==> src/iws_pkg.sv <==
// Shared types, codes and constants of the interval workout sequencer.
package iws_pkg;

    localparam int TIMER_WIDTH     = 40;
    localparam int OUT_TIME_WIDTH  = 40;
    localparam int CFG_WIDTH       = 26;
    localparam int SECS_WIDTH      = 16;
    localparam int SPEED_WIDTH     = 10;
    localparam int COUNT_WIDTH     = 8;
    localparam int ELAPSED_WIDTH   = 16;
    localparam int OPCODE_WIDTH    = 2;
    localparam int STATUS_WIDTH    = 2;
    localparam int PHASE_WIDTH     = 2;
    localparam int CFG_INDEX_WIDTH = 3;
    localparam int NUM_PHASES      = 4;
    localparam int PHASE_IDX_WIDTH = $clog2(NUM_PHASES);
    localparam int DUR_WIDTH       = 26;
    localparam int MS_PER_S        = 1000;
    localparam int SPEED_MAX       = 999;

    localparam logic [TIMER_WIDTH-1:0] TIMER_MAX = '1;

    typedef enum logic [OPCODE_WIDTH-1:0] {
        OP_TICK,
        OP_RESTART,
        OP_PAUSE,
        OP_RUN
    } opcode_t;

    typedef enum logic [STATUS_WIDTH-1:0] {
        RS_INITIAL,
        RS_PAUSED,
        RS_RUNNING,
        RS_FINISHED
    } run_state_t;

    typedef enum logic [PHASE_WIDTH-1:0] {
        PH_WARMUP,
        PH_LOW,
        PH_HIGH,
        PH_WARMDOWN
    } phase_t;

    typedef enum logic [CFG_INDEX_WIDTH-1:0] {
        CFG_WARMUP,
        CFG_LOW,
        CFG_HIGH,
        CFG_WARMDOWN,
        CFG_REPEATS
    } cfg_index_t;

    // Per-phase speed (already clamped) and duration in milliseconds.
    typedef struct packed {
        logic [NUM_PHASES-1:0][SPEED_WIDTH-1:0] speed;
        logic [NUM_PHASES-1:0][DUR_WIDTH-1:0]   dur_ms;
        logic [COUNT_WIDTH-1:0]                 repeats;
    } profile_t;

    typedef struct packed {
        opcode_t                  opcode;
        logic [ELAPSED_WIDTH-1:0] elapsed_ms;
    } item_t;

    typedef struct packed {
        logic [SPEED_WIDTH-1:0] speed;
        run_state_t             run_state;
        phase_t                 phase;
        logic [COUNT_WIDTH-1:0] intervals;
        logic [TIMER_WIDTH-1:0] timer_ms;
    } status_t;

endpackage

==> src/interval_workout_sequencer.sv <==
// Top level of the interval workout sequencer: input stage, engine and result register.
//
// Usage: program the four phase registers (speed in bits 25:16, seconds in
// bits 15:0) and the repeat count through the write port while no item is in
// flight. Items then enter on the s_ channel: tick, restart, pause or run.
// Every item yields exactly one result on the m_ channel, showing the demand
// speed, run status, phase, completed intervals and accumulated time after it.
//
// An accepted item waits in an input register, the engine computes the new
// state from it in a single pass, and the result register is loaded as the
// item leaves. The block sustains one item per clock cycle unless the receiver
// stalls; the input register empties whenever the result register is free or
// being read in the same cycle.
// When the receiver stalls, the result is held and one more item waits in
// the input register before s_ready drops.
//
// A synchronous low aresetn clears the configuration, the workout state
// (initial, warmup, zero counts and times) and both valid flags.
module interval_workout_sequencer (
    input  logic                                aclk,
    input  logic                                aresetn,
    input  logic                                cfg_wr_en,
    input  logic [iws_pkg::CFG_INDEX_WIDTH-1:0] cfg_index,
    input  logic [iws_pkg::CFG_WIDTH-1:0]       cfg_wr_data,
    input  logic                                s_valid,
    output logic                                s_ready,
    input  logic [iws_pkg::OPCODE_WIDTH-1:0]    s_opcode,
    input  logic [iws_pkg::ELAPSED_WIDTH-1:0]   s_elapsed_ms,
    output logic                                m_valid,
    input  logic                                m_ready,
    output logic [iws_pkg::SPEED_WIDTH-1:0]     m_demand_speed,
    output logic [iws_pkg::STATUS_WIDTH-1:0]    m_run_status,
    output logic [iws_pkg::PHASE_WIDTH-1:0]     m_phase_now,
    output logic [iws_pkg::COUNT_WIDTH-1:0]     m_intervals_done,
    output logic [iws_pkg::OUT_TIME_WIDTH-1:0]  m_workout_time_ms
);
    import iws_pkg::*;

    logic     in_valid_reg, in_valid_next;
    item_t    item_reg;
    logic     out_valid_reg, out_valid_next;
    status_t  out_reg;
    status_t  result;
    profile_t profile;
    logic     advance;
    logic     in_xfer;

    iws_cfg u_cfg (
        .aclk        (aclk),
        .aresetn     (aresetn),
        .cfg_wr_en   (cfg_wr_en),
        .cfg_index   (cfg_index),
        .cfg_wr_data (cfg_wr_data),
        .profile     (profile)
    );

    iws_engine u_engine (
        .aclk    (aclk),
        .aresetn (aresetn),
        .step_en (advance),
        .item    (item_reg),
        .profile (profile),
        .result  (result)
    );

    assign advance = in_valid_reg && (!out_valid_reg || m_ready);
    assign s_ready = !in_valid_reg || advance;
    assign in_xfer = s_valid && s_ready;

    always_comb begin
        in_valid_next  = in_xfer ? 1'b1 : (advance ? 1'b0 : in_valid_reg);
        out_valid_next = advance || (out_valid_reg && !m_ready);
    end

    always_ff @(posedge aclk) begin
        if (!aresetn) begin
            in_valid_reg  <= 1'b0;
            out_valid_reg <= 1'b0;
        end else begin
            in_valid_reg  <= in_valid_next;
            out_valid_reg <= out_valid_next;
        end
    end

    always_ff @(posedge aclk) begin
        if (in_xfer) begin
            item_reg.opcode     <= opcode_t'(s_opcode);
            item_reg.elapsed_ms <= s_elapsed_ms;
        end
        if (advance) begin
            out_reg <= result;
        end
    end

    assign m_valid           = out_valid_reg;
    assign m_demand_speed    = out_reg.speed;
    assign m_run_status      = out_reg.run_state;
    assign m_phase_now       = out_reg.phase;
    assign m_intervals_done  = out_reg.intervals;
    assign m_workout_time_ms = OUT_TIME_WIDTH'(out_reg.timer_ms);

endmodule

==> src/iws_cfg.sv <==
// Configuration registers and the derived per-phase speed and duration table.
module iws_cfg (
    input  logic                                aclk,
    input  logic                                aresetn,
    input  logic                                cfg_wr_en,
    input  logic [iws_pkg::CFG_INDEX_WIDTH-1:0] cfg_index,
    input  logic [iws_pkg::CFG_WIDTH-1:0]       cfg_wr_data,
    output iws_pkg::profile_t                   profile
);
    import iws_pkg::*;

    logic [CFG_WIDTH-1:0]   phase_cfg_reg [NUM_PHASES];
    logic [COUNT_WIDTH-1:0] repeats_reg;
    profile_t               profile_reg;
    profile_t               profile_next;

    always_ff @(posedge aclk) begin
        if (!aresetn) begin
            for (int p = 0; p < NUM_PHASES; p++) begin
                phase_cfg_reg[p] <= '0;
            end
            repeats_reg <= '0;
        end else if (cfg_wr_en) begin
            case (cfg_index_t'(cfg_index))
                CFG_WARMUP, CFG_LOW, CFG_HIGH, CFG_WARMDOWN: begin
                    phase_cfg_reg[cfg_index[PHASE_IDX_WIDTH-1:0]] <= cfg_wr_data;
                end
                CFG_REPEATS: begin
                    repeats_reg <= cfg_wr_data[COUNT_WIDTH-1:0];
                end
                default: begin
                end
            endcase
        end
    end

    // Clamping and the seconds-to-milliseconds product are registered here so
    // the per-item path only has to select from the table.
    always_comb begin
        logic [SPEED_WIDTH-1:0] spd;
        logic [SECS_WIDTH-1:0]  secs;
        profile_next = '0;
        for (int p = 0; p < NUM_PHASES; p++) begin
            spd  = phase_cfg_reg[p][CFG_WIDTH-1:SECS_WIDTH];
            secs = phase_cfg_reg[p][SECS_WIDTH-1:0];
            profile_next.speed[p]  = (spd > SPEED_WIDTH'(SPEED_MAX)) ?
                                     SPEED_WIDTH'(SPEED_MAX) : spd;
            profile_next.dur_ms[p] = DUR_WIDTH'(secs) * DUR_WIDTH'(MS_PER_S);
        end
        profile_next.repeats = repeats_reg;
    end

    always_ff @(posedge aclk) begin
        if (!aresetn) begin
            profile_reg <= '0;
        end else begin
            profile_reg <= profile_next;
        end
    end

    assign profile = profile_reg;

endmodule

==> src/iws_engine.sv <==
// Workout state registers and the combinational next-state logic for one item.
module iws_engine (
    input  logic              aclk,
    input  logic              aresetn,
    input  logic              step_en,
    input  iws_pkg::item_t    item,
    input  iws_pkg::profile_t profile,
    output iws_pkg::status_t  result
);
    import iws_pkg::*;

    localparam int SUM1_WIDTH = TIMER_WIDTH + 1;
    localparam int SUM3_WIDTH = TIMER_WIDTH + 2;

    run_state_t             run_state_reg, run_state_next;
    phase_t                 phase_reg, phase_next;
    logic [COUNT_WIDTH-1:0] count_reg, count_next;
    logic [TIMER_WIDTH-1:0] timer_reg, timer_next;
    logic [TIMER_WIDTH-1:0] trans_reg, trans_next;
    logic [SPEED_WIDTH-1:0] speed_reg, speed_next;

    logic [SUM1_WIDTH-1:0]  sum_tick;
    logic [TIMER_WIDTH-1:0] timer_tick;
    logic                   reached;
    logic [COUNT_WIDTH-1:0] count_inc;
    phase_t                 phase_adv;
    logic [SUM3_WIDTH-1:0]  sum3;
    logic [TIMER_WIDTH-1:0] trans_tick;

    assign sum_tick   = {1'b0, timer_reg} + SUM1_WIDTH'(item.elapsed_ms);
    assign timer_tick = sum_tick[TIMER_WIDTH] ? TIMER_MAX : sum_tick[TIMER_WIDTH-1:0];
    assign reached    = (timer_tick >= trans_reg);
    assign count_inc  = (count_reg == '1) ? count_reg : count_reg + 1'b1;

    always_comb begin
        case (phase_reg)
            PH_WARMUP: begin
                phase_adv = (profile.repeats != '0) ? PH_LOW : PH_WARMDOWN;
            end
            PH_LOW: begin
                phase_adv = PH_HIGH;
            end
            PH_HIGH: begin
                phase_adv = (count_inc >= profile.repeats) ? PH_WARMDOWN : PH_LOW;
            end
            default: begin
                phase_adv = PH_WARMDOWN;
            end
        endcase
    end

    // The new deadline is the saturated timer plus the next phase's length.
    // Summing all three terms at once gives the same saturated value, since
    // an overflow of the timer alone already pushes the sum past the maximum.
    assign sum3 = SUM3_WIDTH'(timer_reg) + SUM3_WIDTH'(item.elapsed_ms)
                + SUM3_WIDTH'(profile.dur_ms[phase_adv]);
    assign trans_tick = (sum3 > SUM3_WIDTH'(TIMER_MAX)) ? TIMER_MAX
                                                         : sum3[TIMER_WIDTH-1:0];

    always_comb begin
        run_state_next = run_state_reg;
        phase_next     = phase_reg;
        count_next     = count_reg;
        timer_next     = timer_reg;
        trans_next     = trans_reg;
        speed_next     = speed_reg;
        if (step_en) begin
            case (item.opcode)
                OP_RESTART: begin
                    run_state_next = RS_INITIAL;
                    phase_next     = PH_WARMUP;
                    count_next     = '0;
                    timer_next     = '0;
                    trans_next     = TIMER_WIDTH'(profile.dur_ms[PH_WARMUP]);
                end
                OP_PAUSE: begin
                    run_state_next = RS_PAUSED;
                end
                OP_RUN: begin
                    run_state_next = RS_RUNNING;
                end
                default: begin
                    if (run_state_reg == RS_RUNNING) begin
                        speed_next = profile.speed[phase_reg];
                        timer_next = timer_tick;
                        if (reached) begin
                            if (phase_reg == PH_WARMDOWN) begin
                                run_state_next = RS_FINISHED;
                            end else begin
                                phase_next = phase_adv;
                                trans_next = trans_tick;
                                if (phase_reg == PH_WARMUP) begin
                                    count_next = '0;
                                end else if (phase_reg == PH_HIGH) begin
                                    count_next = count_inc;
                                end
                            end
                        end
                    end
                end
            endcase
        end
    end

    always_ff @(posedge aclk) begin
        if (!aresetn) begin
            run_state_reg <= RS_INITIAL;
            phase_reg     <= PH_WARMUP;
            count_reg     <= '0;
            timer_reg     <= '0;
            trans_reg     <= '0;
            speed_reg     <= '0;
        end else begin
            run_state_reg <= run_state_next;
            phase_reg     <= phase_next;
            count_reg     <= count_next;
            timer_reg     <= timer_next;
            trans_reg     <= trans_next;
            speed_reg     <= speed_next;
        end
    end

    // The result of an item is the state it leaves behind.
    always_comb begin
        result.speed     = speed_next;
        result.run_state = run_state_next;
        result.phase     = phase_next;
        result.intervals = count_next;
        result.timer_ms  = timer_next;
    end

endmodule

==> config.mk <==
export PLATFORM = sky130hd
export DESIGN_NAME = interval_workout_sequencer
export DESIGN_NICKNAME = d
export VERILOG_FILES = /design/src/iws_pkg.sv /design/src/interval_workout_sequencer.sv /design/src/iws_cfg.sv /design/src/iws_engine.sv
export SDC_FILE = /design/constraint.sdc
export NUM_CORES = 2
export LEC_CHECK = 0
export BUFFER_PORTS_ARGS = -buffer_cell sky130_fd_sc_hd__buf_2
export CORE_MARGIN = 2
export CORE_UTILIZATION = 65
export CTS_BUF_LIST = sky130_fd_sc_hd__clkbuf_4
export DETAILED_ROUTE_END_ITERATION = 12
export GPL_TIMING_DRIVEN = 0
export PLACE_DENSITY = 0.83
export SYNTH_ARGS = -nofsm -noshare
export SYNTH_HDL_FRONTEND = slang
export SYNTH_SLANG_ARGS = --single-unit
==> constraint.sdc <==
create_clock -name aclk -period 13.6 [get_ports aclk]
set_input_delay 2.04 -clock aclk [delete_from_list [all_inputs] [get_ports aclk]]
set_output_delay 2.04 -clock aclk [all_outputs]
set_load 0.03 [all_outputs]
Word-level counts from Yosys, hierarchy flattened --
Memories as Yosys holds them, arrays and structs flattened. Cells that the tools add are included. Widths: inputs -> output; s select.
Word-level totals: input port bits 52, word-level logic and storage cells 142, flip-flop bits (word level) 344, memories kept 1, memory bits (writable) 104, output and inout bits 64
Memories:
- u_cfg.phase_cfg_reg | words 4, bits a word 26, rd ports 4, clocked after memory_dff 0, write ports 4, RTL line iws_cfg.sv:12 | logic [CFG_WIDTH-1:0] phase_cfg_reg [NUM_PHASES];
Cells by class: $lt $le $gt $ge 9, equality and inequality tests 13, multipliers 4, bitwise gates (word level) 2, muxes and demuxes 51, $add $sub $neg 4, reductions and logical operators 25
Operator list (count):
- $mux 40 | 7
- $pmux 40 s2 | 2
- $mul 16x7->23 const B | 4
- $add 40x16->41 | 2
- $mux 10 | 8
- $mux 8 | 7
- $bmux 26 s2 | 1
- $mux 26 | 2
- $add 42x26->42 | 1
- $gt 42x40->1 const B | 1
- $ge 40x40->1 | 1
- $gt 10x10->1 const B | 4
- $reduce_or 26->1 | 1
- $mux 2 | 11
- $bmux 10 s2 | 1
- $pmux 8 s2 | 1
- $pmux 2 s3 | 2
- $eq 2x2->1 const B | 5
- $reduce_or 2->1 | 5
- $add 8x1->8 const B | 1
- $eq 8x8->1 const B | 1
- $ge 8x8->1 | 1
- $mux 1 | 8
- $reduce_bool 8->1 | 1
- 18 further kinds | 30

Depth between registers and ports, before layout --
word-level depth 14, depth in mapped cells 30, depth with buffers taken out 27

Hierarchy --
A second synthesis with hierarchy kept.
Unflattened totals: cells, all modules 3151, area, all modules 30782.0 sq um
By module, submodules not included:
- iws_cfg | cells each 1755, area each 18393.9 sq um, times used 1, seq. area each 6085.8 sq um
- iws_engine | cells each 1307, area each 9882.0 sq um, times used 1, seq. area each 2042.0 sq um
- interval_workout_sequencer | cells each 89, area each 2506.2 sq um, times used 1, seq. area each 2442.3 sq um

Worst setup path after synthesis --
Ideal clock, no wire load.
path kind flip-flop to flip-flop, start register u_engine.count_reg[0], end register u_engine.trans_reg[10], path slack 7227 ps, arrival time 6256 ps, required time 13483 ps, setup time 117 ps, buffers on the path 4, cell stages (with the launch flop) 31, clock period less this slack 6373 ps, cell sequence dfxtp_1 ha_1 nand3_1 or2_2 clkbuf_1 xnor2_1 ha_1 nand2b_1 a21o_1 a21o_1 a21o_1 a21o_1 a211oi_1 o21ai_0 a21oi_1 clkbuf_1 clkbuf_1 nand2_1 o21ai_0 ha_1 a211oi_1 o21a_1 nor4_1 nor2_1 o21ai_0 o41ai_1 nor3_4 a21oi_4 buf_6 a31oi_1 a22o_1
On the way: cells in the longest elaborated chain, start to end 14, elaborated cells on any way between the ends 15, classes of those cells add/sub: 2; order compare: 2; eq/ne: 1; mux: 10
RTL lines:
- start: declaration | RTL line iws_engine.sv:17 | logic [COUNT_WIDTH-1:0] count_reg, count_next;
- start signal: assignment | RTL line iws_engine.sv:116 | count_reg <= count_next;
- $add 8x1->8 / $eq 8x8->1 (equally long branches) | RTL line iws_engine.sv:33 | assign count_inc = (count_reg == '1) ? count_reg : count_reg + 1'b1;
- $mux 8 * | RTL line iws_engine.sv:33
- $ge 8x8->1 * | RTL line iws_engine.sv:44 | phase_adv = (count_inc >= profile.repeats) ? PH_WARMDOWN : PH_LOW;
- $mux 2 * | RTL line iws_engine.sv:44
- $pmux 2 s3 * | RTL line iws_engine.sv:36 | case (phase_reg)
- $bmux 26 s2 * | RTL line iws_engine.sv:56 | + SUM3_WIDTH'(profile.dur_ms[phase_adv]);
- $mux 26 (implied by the code) * | RTL line iws_engine.sv:56
- $add 42x26->42 * | RTL line iws_engine.sv:56
- $gt 42x40->1 | RTL line iws_engine.sv:57 | assign trans_tick = (sum3 > SUM3_WIDTH'(TIMER_MAX)) ? TIMER_MAX
- $mux 40 * | RTL line iws_engine.sv:57
- $mux 40 * | RTL line iws_engine.sv:87 | if (phase_reg == PH_WARMDOWN) begin
- $mux 40 * | RTL line iws_engine.sv:86 | if (reached) begin
- $mux 40 * | RTL line iws_engine.sv:83 | if (run_state_reg == RS_RUNNING) begin
- $pmux 40 s2 * | RTL line iws_engine.sv:68 | case (item.opcode)
- end signal: assignment | RTL line iws_engine.sv:118 | trans_reg <= trans_next;
- end: declaration | RTL line iws_engine.sv:19 | logic [TIMER_WIDTH-1:0] trans_reg, trans_next;
Every way passes the cells marked *; elsewhere a longest branch is shown, timed or not. The select of a mux whose other input is x is not followed. A chain may end at the register's enable or synchronous reset.

Final worst setup path --
start register item_reg[0] in the netlist's numbering, end register u_engine.trans_reg[38]
On the way: cells in the longest elaborated chain, start to end 8, elaborated cells on any way between the ends 13, classes of those cells add/sub: 3; order compare: 2; mux: 6; reduce/logical: 2
RTL lines:
- start: declaration | RTL line interval_workout_sequencer.sv:40 | item_t item_reg;
- $add 40x16->41 | RTL line iws_engine.sv:30, iws_engine.sv:55
- $add 42x26->42 | RTL line iws_engine.sv:56
- $gt 42x40->1 | RTL line iws_engine.sv:57
- $mux 40 | RTL line iws_engine.sv:57
- $mux 40 | RTL line iws_engine.sv:87
- $mux 40 | RTL line iws_engine.sv:86
- $mux 40 | RTL line iws_engine.sv:83
- $pmux 40 s2 | RTL line iws_engine.sv:68
Several ways; a longest one is shown, not always the timed one. The select of a mux whose other input is x is not followed.

==> flow_summary.ini <==
[setup_path]
worst-r2r-setup-slack_ns = 5.69
timing.critical_path.mode_cell = a211oi_1
max_stage_delay_ns = 0.79
required_ns = 14.37
critical-path-top-delay-family = compound AO/OA/AOI/OAI gates
path_class = reg2reg
r2r_cells = 22
critPathArrivalTime_ns = 8.68
rr_startpoint = item_reg[0]$_DFFE_PP_
worstSetupStartpointType = flip-flop
crit_fanout = 10
critical_path.slowest_cell = nor4_1
critical_path.cell_chain = ha_1 -> fa_1 -> a211oi_1 -> o211a_1 -> or3_1 -> buf_6 -> a311oi_1 -> nand3_1 -> clkbuf_1 -> buf_1 -> nand2b_1 -> ha_1 -> nand2_1 -> o21ai_0 -> a41oi_1 -> a211oi_1 -> a211oi_1 -> or3_1 -> nor4_1 -> clkbuf_1 -> nand2_1 -> o21ai_0
r2r_end = u_engine.trans_reg[38]$_SDFFE_PN0P_
cp-end-kind = flip-flop
crit_buf_inv = 4

[global_routing]
grt_pass1_wl_mm = 118.0
grt_usage = 0.3297
grt_max_degree = 69
antenna_found_initial = 5
overflow = 0
grt_pass1_vias = 22640

[pwr]
power_density_nw_per_um2 = 184.4
netSwitchingFraction = 0.4133
p_int_mw = 3.443
p_comb_frac = 0.532
ir_drop_uv = 141.3
clkPwrFrac = 0.192
seqPwrFrac = 0.276
p_sw_mw = 2.426
leakagePower_nw = 13.73

[hold_path]
min_to = u_cfg.profile[5]$_SDFF_PN0_
min_path_type = reg2reg
min_from = u_cfg.repeats_reg[5]$_SDFFE_PN0P_
hold_depth = 1

[cells_and_area]
final_layout_size_suffix_gt1_frac = 0.1157
final_common_cell = ha_1
area_growth_pct = 10.02
final_nets = 3592
largest_reg_flops = 140
fill_cells = 3180
layout_common_cells = 300 x ha_1, 263 x nand2_1, 253 x nor2_1

[sta]
max_slew.worst_pin.slew_ns = 1.213
rsz0062_at_grt = no
layout_min_cycle_time_ns = 7.914
slew_headroom = 0.1850
max_freq_ghz = 0.1264
slew_viol_final = 0
final_hold_viol_count = 0
setup_viol = 0
fin_worst_skew_ns = 0.1020
whs_ns = 0.4486
fin_crit_sh = 0.5819
fin_setup_tns_ns = 0

[synthesis]
netlist_instances = 2793
synthFlopType = dfxtp_1
synth_nets = 3363
synth_seq_cells = 436
netlist_area_um2 = 28930
async_flop_share = 0
yosysUniqueCellTypes = 76
syn_area_per_cell_um2 = 10.36
ys_warn_count = 0
yosysSeqAreaShare = 0.3654
synth_edf_count = 184

[detailed_routing]
wl_per_cell_um = 20.10
drt-initial-drc-count = 1646
vias = 21910
drt-total-wl_mm = 74.50
via_per_inst = 5.911
post-route-drc-count = 0
ant_nets = 0
dr.pass1.iters = 7

[place]
place_congestion = 0.9746
port_buffers = 115
hpwlAfterDp_mm = 58.39

[clocking]
ctsHoldBuffers = 0
numCtsBuffers = 108
clkLatencyLatePin_ns = 0.93
cts_root_buffer = clkbuf_4
clockBufferDepth = 3
path_clk_slew_ns = 0.08
cts_sinks = 436
post_cts_buffers = 0
cts_resized = 0
cts_tree = built
ctsHtreeMaxLevel = 3

[floorplanning]
die-area_um2 = 46210
fp.dieW_um = 215.0
start_util = 0.6571
die_y_um = 215.0
num_io_pins = 116
rows = 77
fp.coreArea_um2 = 44030

[status]
status = finished clean

[run]
maxCapViolCount = 0
[power by group through the flow]
stage | registers (mW) | clock network (mW) | logic [mW]
after global routing | 1.63 | 1.21 | 3.50
after detailed placement | 1.65 | 0 | 3.06
after CTS | 1.62 | 1.14 | 3.09
final | 1.62 | 1.13 | 3.12
after global placement | 1.64 | 0 | 2.91
after floorplan | 1.63 | 0 | 2.38
[worst max-delay path by stage]
stage / startpoint / to / cells after the start
after global routing: u_engine.count_reg[3]$_SDFF_PN0_ / u_engine.trans_reg[29]$_SDFFE_PN0P_ / 29
after detailed placement: u_engine.count_reg[3]$_SDFF_PN0_ / u_engine.trans_reg[29]$_SDFFE_PN0P_ / 29
after floorplan: u_engine.count_reg[0]$_SDFF_PN0_ / u_engine.trans_reg[10]$_SDFFE_PN0P_ / 30
after CTS: item_reg[0]$_DFFE_PP_ / u_engine.trans_reg[38]$_SDFFE_PN0P_ / 22
final: item_reg[0]$_DFFE_PP_ / u_engine.trans_reg[38]$_SDFFE_PN0P_ / 22
after global placement: u_engine.count_reg[3]$_SDFF_PN0_ / u_engine.trans_reg[33]$_SDFFE_PN0P_ / 30
[through the flow]
step | instances | setup slack, ns | instance area (µm²) | utilization | power [mW]
2_1_floorplan | 2793 | 7.227 | 28930 | - | 4.005
3_3_place_gp | 3500 | 5.216 | 30250 | 0.6870 | 4.550
3_5_place_dp | 3504 | 5.987 | 30390 | 0.6903 | 4.701
4_1_cts | 3703 | 5.908 | 31820 | 0.7227 | 5.851
5_1_grt | 3707 | 5.521 | 31830 | 0.7229 | 6.340
6_report | 3707 | 5.686 | 31830 | 0.7229 | 5.869
[layer usage]
metal	global-route usage	part of all wire	wire length, µm	up-vias
li1	-	-	-	10270
met1	0.4110	0.41	30280	10620
met2	0.5546	0.48	36010	808
met3	0.05860	0.060	4437	212
met4	0.1676	0.051	3777	0
met5	0	0	0	-
[cells by family after synthesis]
kind of cell | after synthesis | synth area share
AO/OA/AOI/OAI | 498 | 0.1114
XOR/XNOR | 133 | 0.04026
adder cells (fa/ha/maj) | 519 | 0.2809
buffers and inverters | 263 | 0.03516
flip-flops | 436 | 0.3654
multiplexers | 36 | 0.01678
AND/OR/NAND/NOR | 908 | 0.1501
[Yosys cell counts (all sizes together) (6+ instances only)]
cell / n / share of area
a32o: 6 / 0.0021
ha: 300 / 0.13
nor4: 14 / 0.0030
and3: 45 / 0.010
nand2b: 40 / 0.0086
buf: 10 / 0.0023
a211oi: 22 / 0.0057
o211ai: 11 / 0.0029
a22o: 31 / 0.0094
o21a: 20 / 0.0052
dfxtp: 252 / 0.17
nand4: 17 / 0.0037
mux2i: 26 / 0.0090
o21ai: 125 / 0.022
a221o: 10 / 0.0035
edfxtp: 184 / 0.19
or2: 18 / 0.0039
nor3b: 7 / 0.0020
nand3: 52 / 0.0090
o21bai: 12 / 0.0031
mux4: 10 / 0.0078
and2: 104 / 0.022
clkbuf: 76 / 0.0099
fa: 218 / 0.15
xor2: 71 / 0.021
a21o: 32 / 0.0083
a31oi: 14 / 0.0030
inv: 177 / 0.023
o2111ai: 7 / 0.0021
nor2: 253 / 0.033
nor3: 47 / 0.0085
a21oi: 151 / 0.027
xnor2: 62 / 0.019
nand2: 263 / 0.034
or3: 14 / 0.0030
nor2b: 14 / 0.0030
[cell type report]
class,count,area [µm²],area share
Multi-Input combinational cell,2094,17390,0.5465
Sequential cell,436,10570,0.3321
Clock buffer,165,1239,0.03892
Tap cell,592,740.7,0.02327
Timing Repair Buffer,119,665.6,0.02091
Inverter,177,664.4,0.02087
Buffer,86,356.6,0.01120
Clock inverter,34,188.9,0.005936
Antenna cell,4,10.01,0.0003145
Power figures use the tool's default switching activity.
